<file path="config.mk">
export PLATFORM = sky130hd
export DESIGN_NAME = aepq_ram
export DESIGN_NICKNAME = d
export VERILOG_FILES = /design/src/rtl/active_expired_priority_queues_assert.svh /design/src/rtl/aepq_ram.sv
export SDC_FILE = /design/constraint.sdc
export NUM_CORES = 2
export LEC_CHECK = 0
export BUFFER_PORTS_ARGS = -buffer_cell sky130_fd_sc_hd__buf_4
export CAP_MARGIN = 20
export CORE_ASPECT_RATIO = 1.2
export CORE_UTILIZATION = 45
export CTS_BUF_LIST = sky130_fd_sc_hd__clkbuf_16
export DETAILED_ROUTE_END_ITERATION = 7
export GPL_TIMING_DRIVEN = 0
export MAX_ROUTING_LAYER = met4
export SLEW_MARGIN = 20
export SYNTH_ARGS = -nofsm -noshare
export SYNTH_HDL_FRONTEND = slang
export SYNTH_SLANG_ARGS = --single-unit
</file>
<file path="constraint.sdc">
create_clock -name clk -period 5.6 [get_ports clk]
set_input_delay 0.56 -clock clk [delete_from_list [all_inputs] [get_ports clk]]
set_output_delay 0.56 -clock clk [all_outputs]
set_load 0.03 [all_outputs]
</file>
<file path="src/rtl/active_expired_priority_queues_assert.svh">
// Assertion macros used by the scheduler's queue controller (aepq_ctrl).
`ifndef ACTIVE_EXPIRED_PRIORITY_QUEUES_ASSERT_SVH
`define ACTIVE_EXPIRED_PRIORITY_QUEUES_ASSERT_SVH

// Same-cycle implication, disabled during reset.
`define AEPQ_ASSERT_NOW(label, clk, rst, ante, cons, msg) \
  label: assert property (@(posedge clk) disable iff (rst) (ante) |-> (cons)) \
    else $error(msg);

// Next-cycle implication, disabled during reset.
`define AEPQ_ASSERT_NEXT(label, clk, rst, ante, cons, msg) \
  label: assert property (@(posedge clk) disable iff (rst) (ante) |=> (cons)) \
    else $error(msg);

`endif

</file>
<file path="src/rtl/aepq_ram.sv">
// Generic single-port-write, single-port-read RAM with registered read data.
module aepq_ram #(
  parameter int WIDTH = 8,
  parameter int DEPTH = 512
) (
  input  logic                     clk,
  input  logic                     we,
  input  logic [$clog2(DEPTH)-1:0] waddr,
  input  logic [WIDTH-1:0]         wdata,
  input  logic                     re,
  input  logic [$clog2(DEPTH)-1:0] raddr,
  output logic [WIDTH-1:0]         rdata
);

  logic [WIDTH-1:0] mem [DEPTH];

  always_ff @(posedge clk) begin
    if (we) mem[waddr] <= wdata;
    if (re) rdata <= mem[raddr];
  end

endmodule

</file>
==> results_dict.tcl <==
set metrics [dict create \
    status "finished, violations left" \
    failed_checks "negative hold slack" \
    crit_arrival_ns 5.58 \
    num-nets-final 8638 \
    clk_path_buf_depth 4 \
    drive_gt1_share_pct 19.9 \
    fin_tns_setup_ns 0 \
    combPwrFrac_pct 6.7 \
    syn_area_um2 160000 \
    synthArstFlopShare_pct 0 \
    setup_violations 0 \
    placeableCoreArea_um2 353000 \
    sw_frac_of_total_pct 23.1 \
    final_hold_viol_count 2 \
    fmax_ghz 0.208 \
    post-cts-setup-buffer-count 0 \
    cap_violations 0 \
    post-route-drc-count 0 \
    worstReg2RegEnd "rdata[3]$_DFFE_PP_" \
    max_slew_margin_pct 8.48 \
    vias 91100 \
    h-tree-depth 5 \
    cp_num_buf_inv 3 \
    rows 239 \
    grt_pass1_wl_mm 794 \
    dp_hpwl_mm 442 \
    post_cts_resized 0 \
    synth_area_leaders "edfxtp_1 77%, mux4_2 9.2%, mux2i_1 5.0%, o221ai_1 2.0%, nor2_1 1.4%" \
    min_period_over_period_pct 86.0 \
    yosysUniqueCellTypes 50 \
    holdBufCountCts 4 \
    slowest_delay_ns 1.02 \
    switching_power_mw 15.0 \
    ios 37 \
    syn_inst 8030 \
    layout_common_cells "4,104 x edfxtp_1, 797 x mux2i_1, 654 x mux4_2, 594 x nor2_1, 404 x clkbuf_16" \
    synth_area_per_cell_um2 19.9 \
    crit_path_start_kind "input port" \
    fin_worst_skew_ns 0.0646 \
    worstRegToRegCells 7 \
    hp-class "input port to flip-flop" \
    antenna_found_initial 57 \
    whs_path_depth 1 \
    cts_tree "done" \
    yosysWarnings 0 \
    power_frac_clock_pct 41.0 \
    clk_latency_ns 1.00 \
    grt_max_degree 133 \
    path_max_fanout 10 \
    power.internal_mw 49.7 \
    wl_per_cell_um 44.6 \
    firstDrtPassIters 6 \
    slew_violations 0 \
    synth.net_count 8059 \
    die_h_um 655 \
    seqPwrFrac_pct 52.3 \
    grt_usage_pct 34.8 \
    syn2layout_area_growth_pct 14.1 \
    clk_pin_slew_worst_paths_ns 0.06 \
    synthDominantAreaCellType "edfxtp_1" \
    grt_overflow 0 \
    avgViaCountPerCell 6.66 \
    gp_congestion 1.05 \
    min_period_ns 4.82 \
    cp_data_required_time_ns 6.36 \
    crit_top_cell "nor4_1" \
    crit_family "simple AND/OR/NAND/NOR gates" \
    ys_seq_elements 4104 \
    numCtsBuffers 398 \
    critPathSlowestCell "nor4_1" \
    rsz0062_at_grt "false" \
    finalNonFillerCells 13700 \
    p_leak_nw 58.3 \
    path_cells "buf_6 -> buf_2 -> clkbuf_4 -> mux4_2 -> nor3_1 -> nor4_1 -> o311ai_0 -> nor4_1 -> o2111a_1" \
    ant_nets 0 \
    start_util_pct 45.3 \
    root_buffer "clkbuf_16" \
    cts.sinks 4104 \
    tightest_slew_ns 1.36 \
    wl_mm 610 \
    r2r_slack_ns 1.45 \
    die_w_um 546 \
    ys.flop_type "edfxtp_1" \
    layout_commonest_cell "edfxtp_1" \
    min_to "mem[391][6]$_DFFE_PP_" \
    ir_drop_mv 0.291 \
    synth_edf_count 4104 \
    powerDensity_nw_per_um2 354 \
    grt_pass1_vias 86600 \
    dpl.cell_count 12900 \
    yosysSeqAreaShare_pct 77.0 \
    critPathKind "input port to flip-flop" \
    synth.top_cell.area_share_pct 77.0 \
    dr.first_iter.drc_count 15800 \
    min_from "wdata[6]" \
    port_buffers 32 \
    r2r_start "mem[59][3]$_DFFE_PP_" \
    cp-end-kind "flip-flop" \
    fp.dieArea_um2 358000 \
    holdWs_ns -0.00194 \
]
## worst reg2reg max path: cells and delay by family (launching register included)
family	cells	cell delay [ns]
simple gates	3	2.31
flops	1	0.34
compound gates	3	1.17
mux	1	0.09
## stage by stage
stage	instance area (um2)	hold WS (ns)	setup slack [ns]	util (%)	total power, mW
floorplan	160000	0.659	2.93	-	36.1
global placement	166000	0.910	-1.45	47.0	38.5
detailed placement	170000	0.915	0.103	48.0	38.6
CTS	182000	0.00660	1.07	51.6	64.4
global route	183000	0.0122	1.18	51.6	65.6
finish	183000	-0.00194	0.784	51.7	64.7
## power groups by stage
| stage | Combinational, mW | Clock, mW | Sequential [mW] |
|---|---|---|---|
| floorplan | 1.61 | 0 | 34.5 |
| global placement | 3.86 | 0 | 34.6 |
| detailed placement | 4.14 | 0 | 34.5 |
| CTS | 4.15 | 26.4 | 33.8 |
| global route | 4.25 | 27.5 | 33.8 |
| finish | 4.33 | 26.5 | 33.8 |
## how the worst max path moves through the flow
stage	to	start	depth (start not counted)
detailed placement	rdata[4]$_DFFE_PP_	raddr[1]	9
global route	rdata[3]$_DFFE_PP_	raddr[2]	11
global placement	rdata[2]$_DFFE_PP_	raddr[1]	9
floorplan	rdata[0]$_DFFE_PP_	raddr[0]	10
finish	rdata[3]$_DFFE_PP_	raddr[1]	9
CTS	rdata[4]$_DFFE_PP_	raddr[1]	9
## area by class of cell
type	count	area, um2
fillers	27900	171000
flip-flops and latches	4104	123000
multi-input cells	3410	33900
clock buffers	404	10100
well taps	4699	5880
repair buffers	179	3720
plain buffers	513	3180
clock inverters	296	2430
diodes	65	163
inverters	3	11.3
## cells by family after synthesis
| group | after synthesis | synth area share [%] |
|---|---|---|
| mux | 1451 | 14.2 |
| compound gates | 979 | 4.31 |
| simple gates | 980 | 2.63 |
| flops | 4104 | 77.0 |
| buf+inv | 516 | 1.85 |
## cell usage after synthesis (57+ instances only)
library cell,instances
a21oi_1,194
a22oi_1,61
buf_2,57
buf_4,70
buf_6,64
clkbuf_1,265
edfxtp_1,4104
mux2i_1,797
mux4_2,654
nand2_1,111
nor2_1,597
nor3_1,109
o21ai_0,118
o221ai_1,371
o22ai_1,163
## state kept, by name (all words and copies together), names as in the netlist
register	count
mem	4096
rdata	8
## routing by layer
| metal | global-route usage (%) | up-vias | wire length (um) |
|---|---|---|---|
| met4 | 26.1 | 0 | 55800 |
| met2 | 51.6 | 6796 | 275000 |
| li1 | - | 34700 | - |
| met3 | 9.31 | 1661 | 73400 |
| met5 | - | - | 0 |
| met1 | 40.8 | 48000 | 205000 |
(Power assumes the default switching activity.)
