### config.mk
export PLATFORM = sky130hd
export DESIGN_NAME = aepq_ctrl
export DESIGN_NICKNAME = d
export VERILOG_FILES = /design/src/rtl/aepq_pkg.sv /design/src/rtl/aepq_ctrl.sv
export VERILOG_INCLUDE_DIRS = /design/src /design/src/rtl
export SDC_FILE = /design/constraint.sdc
export NUM_CORES = 1
export LEC_CHECK = 0
export BUFFER_PORTS_ARGS = -buffer_cell sky130_fd_sc_hd__buf_2
export CORE_MARGIN = 2
export CORE_UTILIZATION = 45
export DETAILED_ROUTE_END_ITERATION = 10
export PLACE_DENSITY = 0.68
export SYNTH_ARGS = -nofsm -noshare
export SYNTH_HDL_FRONTEND = slang
export SYNTH_SLANG_ARGS = --single-unit
### constraint.sdc
create_clock -name clk -period 10.7 [get_ports clk]
set_input_delay 2.675 -clock clk [delete_from_list [all_inputs] [get_ports clk]]
set_output_delay 2.675 -clock clk [all_outputs]
set_load 0.05 [all_outputs]
### src/rtl/active_expired_priority_queues_assert.svh
// Assertion macros used by the scheduler's queue controller (aepq_ctrl).
`ifndef ACTIVE_EXPIRED_PRIORITY_QUEUES_ASSERT_SVH
`define ACTIVE_EXPIRED_PRIORITY_QUEUES_ASSERT_SVH

// Same-cycle implication, disabled during reset.
`define AEPQ_ASSERT_NOW(label, clk, rst, ante, cons, msg) \
  label: assert property (@(posedge clk) disable iff (rst) (ante) |-> (cons)) \
    else $error(msg);

// Next-cycle implication, disabled during reset.
`define AEPQ_ASSERT_NEXT(label, clk, rst, ante, cons, msg) \
  label: assert property (@(posedge clk) disable iff (rst) (ante) |=> (cons)) \
    else $error(msg);

`endif

### src/rtl/aepq_pkg.sv
// Types, constants and helpers for the active/expired priority queue scheduler.
package aepq_pkg;

  localparam int MAX_LEVELS    = 16;
  localparam int QUEUE_DEPTH   = 16;   // power of two: slot pointers wrap by truncation
  localparam int TASK_ID_COUNT = 256;

  localparam int NUM_QUEUES = 2 * MAX_LEVELS;
  localparam int LEVEL_W    = $clog2(MAX_LEVELS);
  localparam int QID_W      = $clog2(NUM_QUEUES);
  localparam int PTR_W      = $clog2(QUEUE_DEPTH);
  localparam int CNT_W      = $clog2(QUEUE_DEPTH + 1);
  localparam int TASK_W     = $clog2(TASK_ID_COUNT);
  localparam int SLOT_DEPTH = NUM_QUEUES * QUEUE_DEPTH;
  localparam int SLOT_AW    = $clog2(SLOT_DEPTH);

  // Fixed field widths of the command and result beats
  localparam int CMD_W      = 2;
  localparam int IN_TASK_W  = 8;
  localparam int IN_LEVEL_W = 4;
  localparam int STATUS_W   = 3;
  localparam int CFG_W      = 5;
  localparam logic [CFG_W-1:0] LEVELS_RESET = CFG_W'(4);

  typedef enum logic [CMD_W-1:0] {
    CMD_ADD_ACTIVE  = 2'd0,
    CMD_ADD_EXPIRED = 2'd1,
    CMD_DISPATCH    = 2'd2
  } cmd_t;

  typedef enum logic [STATUS_W-1:0] {
    ST_ADDED      = 3'd0,
    ST_FULL       = 3'd1,
    ST_BAD_LEVEL  = 3'd2,
    ST_DISPATCHED = 3'd3,
    ST_NONE       = 3'd4
  } status_t;

  typedef struct packed {
    cmd_t                  command;
    logic [IN_TASK_W-1:0]  task_id;
    logic [IN_LEVEL_W-1:0] level;
  } cmd_beat_t;

  typedef struct packed {
    status_t               status;
    logic [IN_TASK_W-1:0]  chosen_task;
    logic [IN_LEVEL_W-1:0] chosen_level;
  } result_t;

  // Slot memory access issued by the queue controller
  typedef struct packed {
    logic               we;
    logic [SLOT_AW-1:0] waddr;
    logic [TASK_W-1:0]  wdata;
    logic               re;
    logic [SLOT_AW-1:0] raddr;
  } slot_req_t;

  // Registered response; task comes from the slot memory when from_ram is set
  typedef struct packed {
    logic                 done;
    status_t              status;
    logic [LEVEL_W-1:0]   level;
    logic                 from_ram;
  } resp_t;

  // Index of the highest set bit (zero when none is set)
  function automatic logic [LEVEL_W-1:0] highest_set(input logic [MAX_LEVELS-1:0] vec);
    logic [LEVEL_W-1:0] idx;
    idx = '0;
    for (int i = 0; i < MAX_LEVELS; i++) begin
      if (vec[i]) idx = LEVEL_W'(i);
    end
    return idx;
  endfunction

endpackage

### src/rtl/aepq_ctrl.sv
// Queue controller: head/count bookkeeping, bank swap and level search.
`include "active_expired_priority_queues_assert.svh"

module aepq_ctrl
  import aepq_pkg::*;
(
  input  logic             clk,
  input  logic             rst,
  input  logic             accept,
  input  cmd_beat_t        cmd,
  input  logic [CFG_W-1:0] levels_in_use,
  output slot_req_t        slot,
  output resp_t            resp
);

  logic [PTR_W-1:0] head  [NUM_QUEUES];
  logic [CNT_W-1:0] count [NUM_QUEUES];
  logic             bank;

  logic [CFG_W-1:0]      lim;
  logic [MAX_LEVELS-1:0] level_mask;
  logic [MAX_LEVELS-1:0] ne_act;
  logic [MAX_LEVELS-1:0] ne_exp;
  logic                  found_act;
  logic                  found_exp;
  logic [LEVEL_W-1:0]    lvl_in;
  logic [QID_W-1:0]      qsel;
  logic [PTR_W-1:0]      head_cur;
  logic [CNT_W-1:0]      cnt_cur;
  logic [PTR_W-1:0]      head_next;
  logic [CNT_W-1:0]      count_next;
  logic                  upd;
  logic                  swap;
  logic                  do_we;
  logic                  do_re;
  status_t               status_next;
  logic [LEVEL_W-1:0]    level_next;
  logic                  pop_bank;
  logic [LEVEL_W-1:0]    pop_lvl;

  // Effective level count and the in-use mask
  always_comb begin
    lim = (levels_in_use > CFG_W'(MAX_LEVELS)) ? CFG_W'(MAX_LEVELS) : levels_in_use;
    for (int l = 0; l < MAX_LEVELS; l++) begin
      level_mask[l] = CFG_W'(l) < lim;
      ne_act[l] = (count[{bank, LEVEL_W'(l)}] != '0) && level_mask[l];
      ne_exp[l] = (count[{~bank, LEVEL_W'(l)}] != '0) && level_mask[l];
    end
  end

  assign found_act = |ne_act;
  assign found_exp = |ne_exp;
  assign lvl_in    = cmd.level[LEVEL_W-1:0];

  // Pop from the active bank, or after a swap from the former expired bank
  assign pop_bank = found_act ? bank : ~bank;
  assign pop_lvl  = found_act ? highest_set(ne_act) : highest_set(ne_exp);

  // Queue addressed by this command
  always_comb begin
    if (cmd.command == CMD_DISPATCH) begin
      qsel = {pop_bank, pop_lvl};
    end else if (cmd.command == CMD_ADD_ACTIVE) begin
      qsel = {bank, lvl_in};
    end else begin
      qsel = {~bank, lvl_in};
    end
  end

  assign head_cur = head[qsel];
  assign cnt_cur  = count[qsel];

  // Command decode
  always_comb begin
    upd         = 1'b0;
    swap        = 1'b0;
    do_we       = 1'b0;
    do_re       = 1'b0;
    head_next   = head_cur;
    count_next  = cnt_cur;
    status_next = ST_NONE;
    level_next  = '0;
    unique case (cmd.command) inside
      CMD_ADD_ACTIVE, CMD_ADD_EXPIRED: begin
        if (CFG_W'(cmd.level) >= lim) begin
          status_next = ST_BAD_LEVEL;
        end else if (cnt_cur == CNT_W'(QUEUE_DEPTH)) begin
          status_next = ST_FULL;
        end else begin
          status_next = ST_ADDED;
          do_we       = 1'b1;
          upd         = 1'b1;
          count_next  = cnt_cur + CNT_W'(1);
        end
      end
      CMD_DISPATCH: begin
        swap = ~found_act;
        if (found_act || found_exp) begin
          status_next = ST_DISPATCHED;
          level_next  = pop_lvl;
          do_re       = 1'b1;
          upd         = 1'b1;
          head_next   = head_cur + PTR_W'(1);
          count_next  = cnt_cur - CNT_W'(1);
        end
      end
      default: begin
        status_next = ST_NONE;
      end
    endcase
  end

  // Slot memory access: append at head+count, read at head
  always_comb begin
    slot.we    = accept && do_we;
    slot.waddr = {qsel, PTR_W'(head_cur + cnt_cur[PTR_W-1:0])};
    slot.wdata = cmd.task_id[TASK_W-1:0];
    slot.re    = accept && do_re;
    slot.raddr = {qsel, head_cur};
  end

  // Queue state, bank bit and registered response
  always_ff @(posedge clk) begin
    if (rst) begin
      for (int q = 0; q < NUM_QUEUES; q++) begin
        head[q]  <= '0;
        count[q] <= '0;
      end
      bank      <= 1'b0;
      resp.done <= 1'b0;
    end else begin
      resp.done <= accept;
      if (accept) begin
        resp.status   <= status_next;
        resp.level    <= level_next;
        resp.from_ram <= do_re;
        // swap empties the old active bank
        if (swap) begin
          for (int l = 0; l < MAX_LEVELS; l++) begin
            head[{bank, LEVEL_W'(l)}]  <= '0;
            count[{bank, LEVEL_W'(l)}] <= '0;
          end
          bank <= ~bank;
        end
        if (upd) begin
          head[qsel]  <= head_next;
          count[qsel] <= count_next;
        end
      end
    end
  end

  `AEPQ_ASSERT_NEXT(a_done_follows_accept, clk, rst, accept, resp.done, "no response after accepted command")
  `AEPQ_ASSERT_NEXT(a_no_spurious_done, clk, rst, !accept, !resp.done, "response without a command")
  `AEPQ_ASSERT_NEXT(a_swap_toggles_bank, clk, rst, accept && swap, bank != $past(bank), "swap did not toggle bank")
  `AEPQ_ASSERT_NEXT(a_bank_stable, clk, rst, !(accept && swap), $stable(bank), "bank changed without swap")
  `AEPQ_ASSERT_NOW(a_write_not_full, clk, rst, slot.we, cnt_cur != CNT_W'(QUEUE_DEPTH), "append to a full queue")

endmodule
==> flow_summary_export.csv <==
group,metric,value,unit
placement,numPortBuffers,42,
synth,synth_top_cell_by_area,"edfxtp_1",
timing,whs,1.18,ns
power_and_ir_drop,ir_worst_vdd,0.000122,V
placement,hpwl,43.9,mm
drt,route.vias.total,13600,
clocking,clockBufferDepth,3,
setup_path,setup.worst_path.start_class,"input port",
global_route,antenna_found_initial,0,
drt,antenna_left,0,
setup_path,crit_chain,"buf_2, nor4_1, nor2b_1, o32ai_1, nor4_4, buf_4, buf_4, nor4b_1, o21a_1, o2bb2ai_1, a21oi_1, or4_1, nor4_2, or2_1, inv_1, ha_1, a21oi_1, xor2_1, xnor2_2, buf_2",
die,design.die.area,38300,um2
drt,viasPerCell,6.73,
global_route,grt-ovfl-total,0,
synth,ys.warnings.count,0,
clocking,clkSlewWorstSetupHoldPaths,0.06,ns
timing,fin_crit_sh,97.9,%
synth,synth_most_common_cell,"edfxtp_1",
setup_path,endpoint_kind,"output pin",
timing,fin_skew,0.0261,ns
finish,drive_above_1_share,21.4,%
global_route,first_global_vias,13200,
synth,synthTopCellsByArea,"edfxtp_1, nor3_1, mux4_2",
setup_path,critPathKind,"in -> out",
die,fp-row-count,70,
setup_path,cp_slowest_cell,"or4_1",
setup_path,required,8.03,ns
synth,synth_cells,1469,
finish,area_growth_syn_to_layout,13.9,%
timing,tns,0,ns
min_path,hp-class,"reg -> reg",
clocking,h-tree-depth,2,
placement,gp_congestion,1.02,
synth,synth-edff-count,296,
setup_path,cp_data_arrival_time,7.80,ns
setup_path,path_max_fanout,15,
finish,stdcell_area,18800,um2
drt,firstDrtPassIters,6,
timing,finalMaxSlewViolations,0,
synth,synth-async-reset-ratio,0,%
die,die_h,196,um
synth,synth_area,16500,um2
synth,ys_top_cells_by_count,"edfxtp_1, nor2_1, nor3_1",
die,io-pin-count,59,
synth,yosysSeqAreaShare,54.1,%
timing,slew_headroom,13.9,%
synth,mappedNetlistNets,1503,
finish,nNetsFinal,1568,
drt,drc,0,
clocking,ctsHoldBuffers,0,
finish,fin_cells,2021,
synth,ys_types,96,
power_and_ir_drop,p_leak,0.00642,uW
global_route,grt_pass1_wl,88.2,mm
timing,min_period,10.48,ns
clocking,clk_latency,0.54,ns
drt,routed_wire_length_per_instance,29.5,um
global_route,grt_use_total,31.5,%
clocking,cts_sinks,299,
die,coreArea,36400,um2
run_status,status,"completed",
timing,setup_viol,0,
timing,finalHoldViolCount,0,
run,drv_cap,0,
clocking,cts_tree,"built",
timing,rsz0062_at_grt,"no",
synth,ys.flop_type,"edfxtp_1",
drt,drt-total-wl,59.7,mm
timing,tightest_slew,1.29,ns
global_route,grt_max_degree,112,
synth,synth_top_area_share,53.8,%
clocking,clockRootBuffer,"clkbuf_16",
die,die_x,196,um
setup_path,critPathMaxStageDelay,0.66,ns
placement,postPlaceCellArea,17700,um2
power_and_ir_drop,powerDensity,165,nW/um2
synth,avgSynthCellArea,11.3,um2
synth,synth_seq_cells,299,
die,initial_utilization,45.4,%
drt,drt_iter0_drc,1841,
timing,max_clock_freq,0.0954,GHz
clocking,cts_made_buffers,34,
placement,dp.cells,1964,
finish,diodes,0,
area by class of cell:
class | count | area (um2)
clock buffer | 40 | 873
fill | 3188 | 17600
clock inverter | 15 | 188
timing repair buffer | 169 | 1260
multi-input combinational | 1011 | 6900
tap | 468 | 586
sequential | 299 | 8950
inverter | 19 | 71.3
critical path: cells and delay by family:
kind,cells,cell delay (ns)
compound gates,5,1.71
xor+xnor,2,0.39
fa+ha+maj,1,0.29
simple gates,7,1.82
buf+inv,5,0.90
routing by layer:
layer / track usage [%] / wire length, um
met1: 42.9 / 22900
met2: 49.8 / 27100
met3: 5.16 / 6590
met4: 14.4 / 3100
met5: 0 / 0
sequential cells by signal, indices dropped and copies added (netlist names), named ones only:
register,count
count,160
head,128
resp,9
bank,1
power breakdown:
group	total (uW)	switching [uW]	internal (uW)	leakage [uW]
clock network	1140	480	660	0.000518
registers	1360	26.9	1330	0.00307
logic	610	436	174	0.00282
per-stage QoR:
stage               total power (uW)  worst slack, ns  util (%)
floorplan                       1760          -0.0137         -
global placement                1970            0.192      48.6
detailed placement              1970            0.192      48.6
CTS                             3090            0.186      51.5
global route                    3180          0.00559      51.7
finish                          3110            0.222      51.7
repair_timing:
item / in CTS / in global routing
setup buffers: 0 / 2
endpoints found under the setup margin: 0 / 1
resized for setup: 0 / 7
cell families (layout without fill, tap and decap cells):
group,after synthesis,after routing,share of synthesized area [%]
flip-flops,299,299,54.1
AO/OA/AOI/OAI,252,252,11.1
multiplexers,97,97,8.17
adder cells (fa/ha/maj),12,12,0.954
buffers and inverters,159,243,4.78
XOR/XNOR,10,10,0.530
AND/OR/NAND/NOR,640,640,20.4
cells in the final DEF (no fill, tap or decap), types with 6 or more instances in the layout:
master     synthesis  final
a211o_1            9      9
a21oi_1           37     35
o22a_1             7      7
nand3_1           24     24
o21ai_0           44     44
a31oi_1            6      6
buf_2             61     42
buf_12             0      7
clkinv_1           2      7
clkbuf_1          51      6
or4_1             19     19
mux2i_1           55     54
mux4_2            29     29
ha_1              11     11
nor3_1           155    155
nor3_2            30     30
nor2b_1            6      6
o21a_1             8      8
inv_1             14     13
buf_4             17    118
a211oi_1          11     11
nor2_1           165    164
o32ai_1            6      6
clkbuf_16          0     34
nand2_1           98     98
nand4_1           12     12
or2_2             10     10
o31ai_1           12     12
a22oi_1           18     18
edfxtp_1         296    296
o22ai_1           13     13
and3_1            12     12
nand2b_1          15     15
o211ai_1          11     11
nor4_1            59     59
a21o_1            10     10
mux2_2            12     12
path summary, 6_finish.rpt:
path	from	to	slack, ns	cells after the start
setup / recovery	levels_in_use[2]	slot[21]	0.22	20
hold / removal	count[31][1]	resp[1]	1.18	6
setup reg to reg	bank	head[20][3]	3.22	22
hold reg to reg	count[31][1]	resp[1]	1.18	6
(Power assumes the default switching activity.)
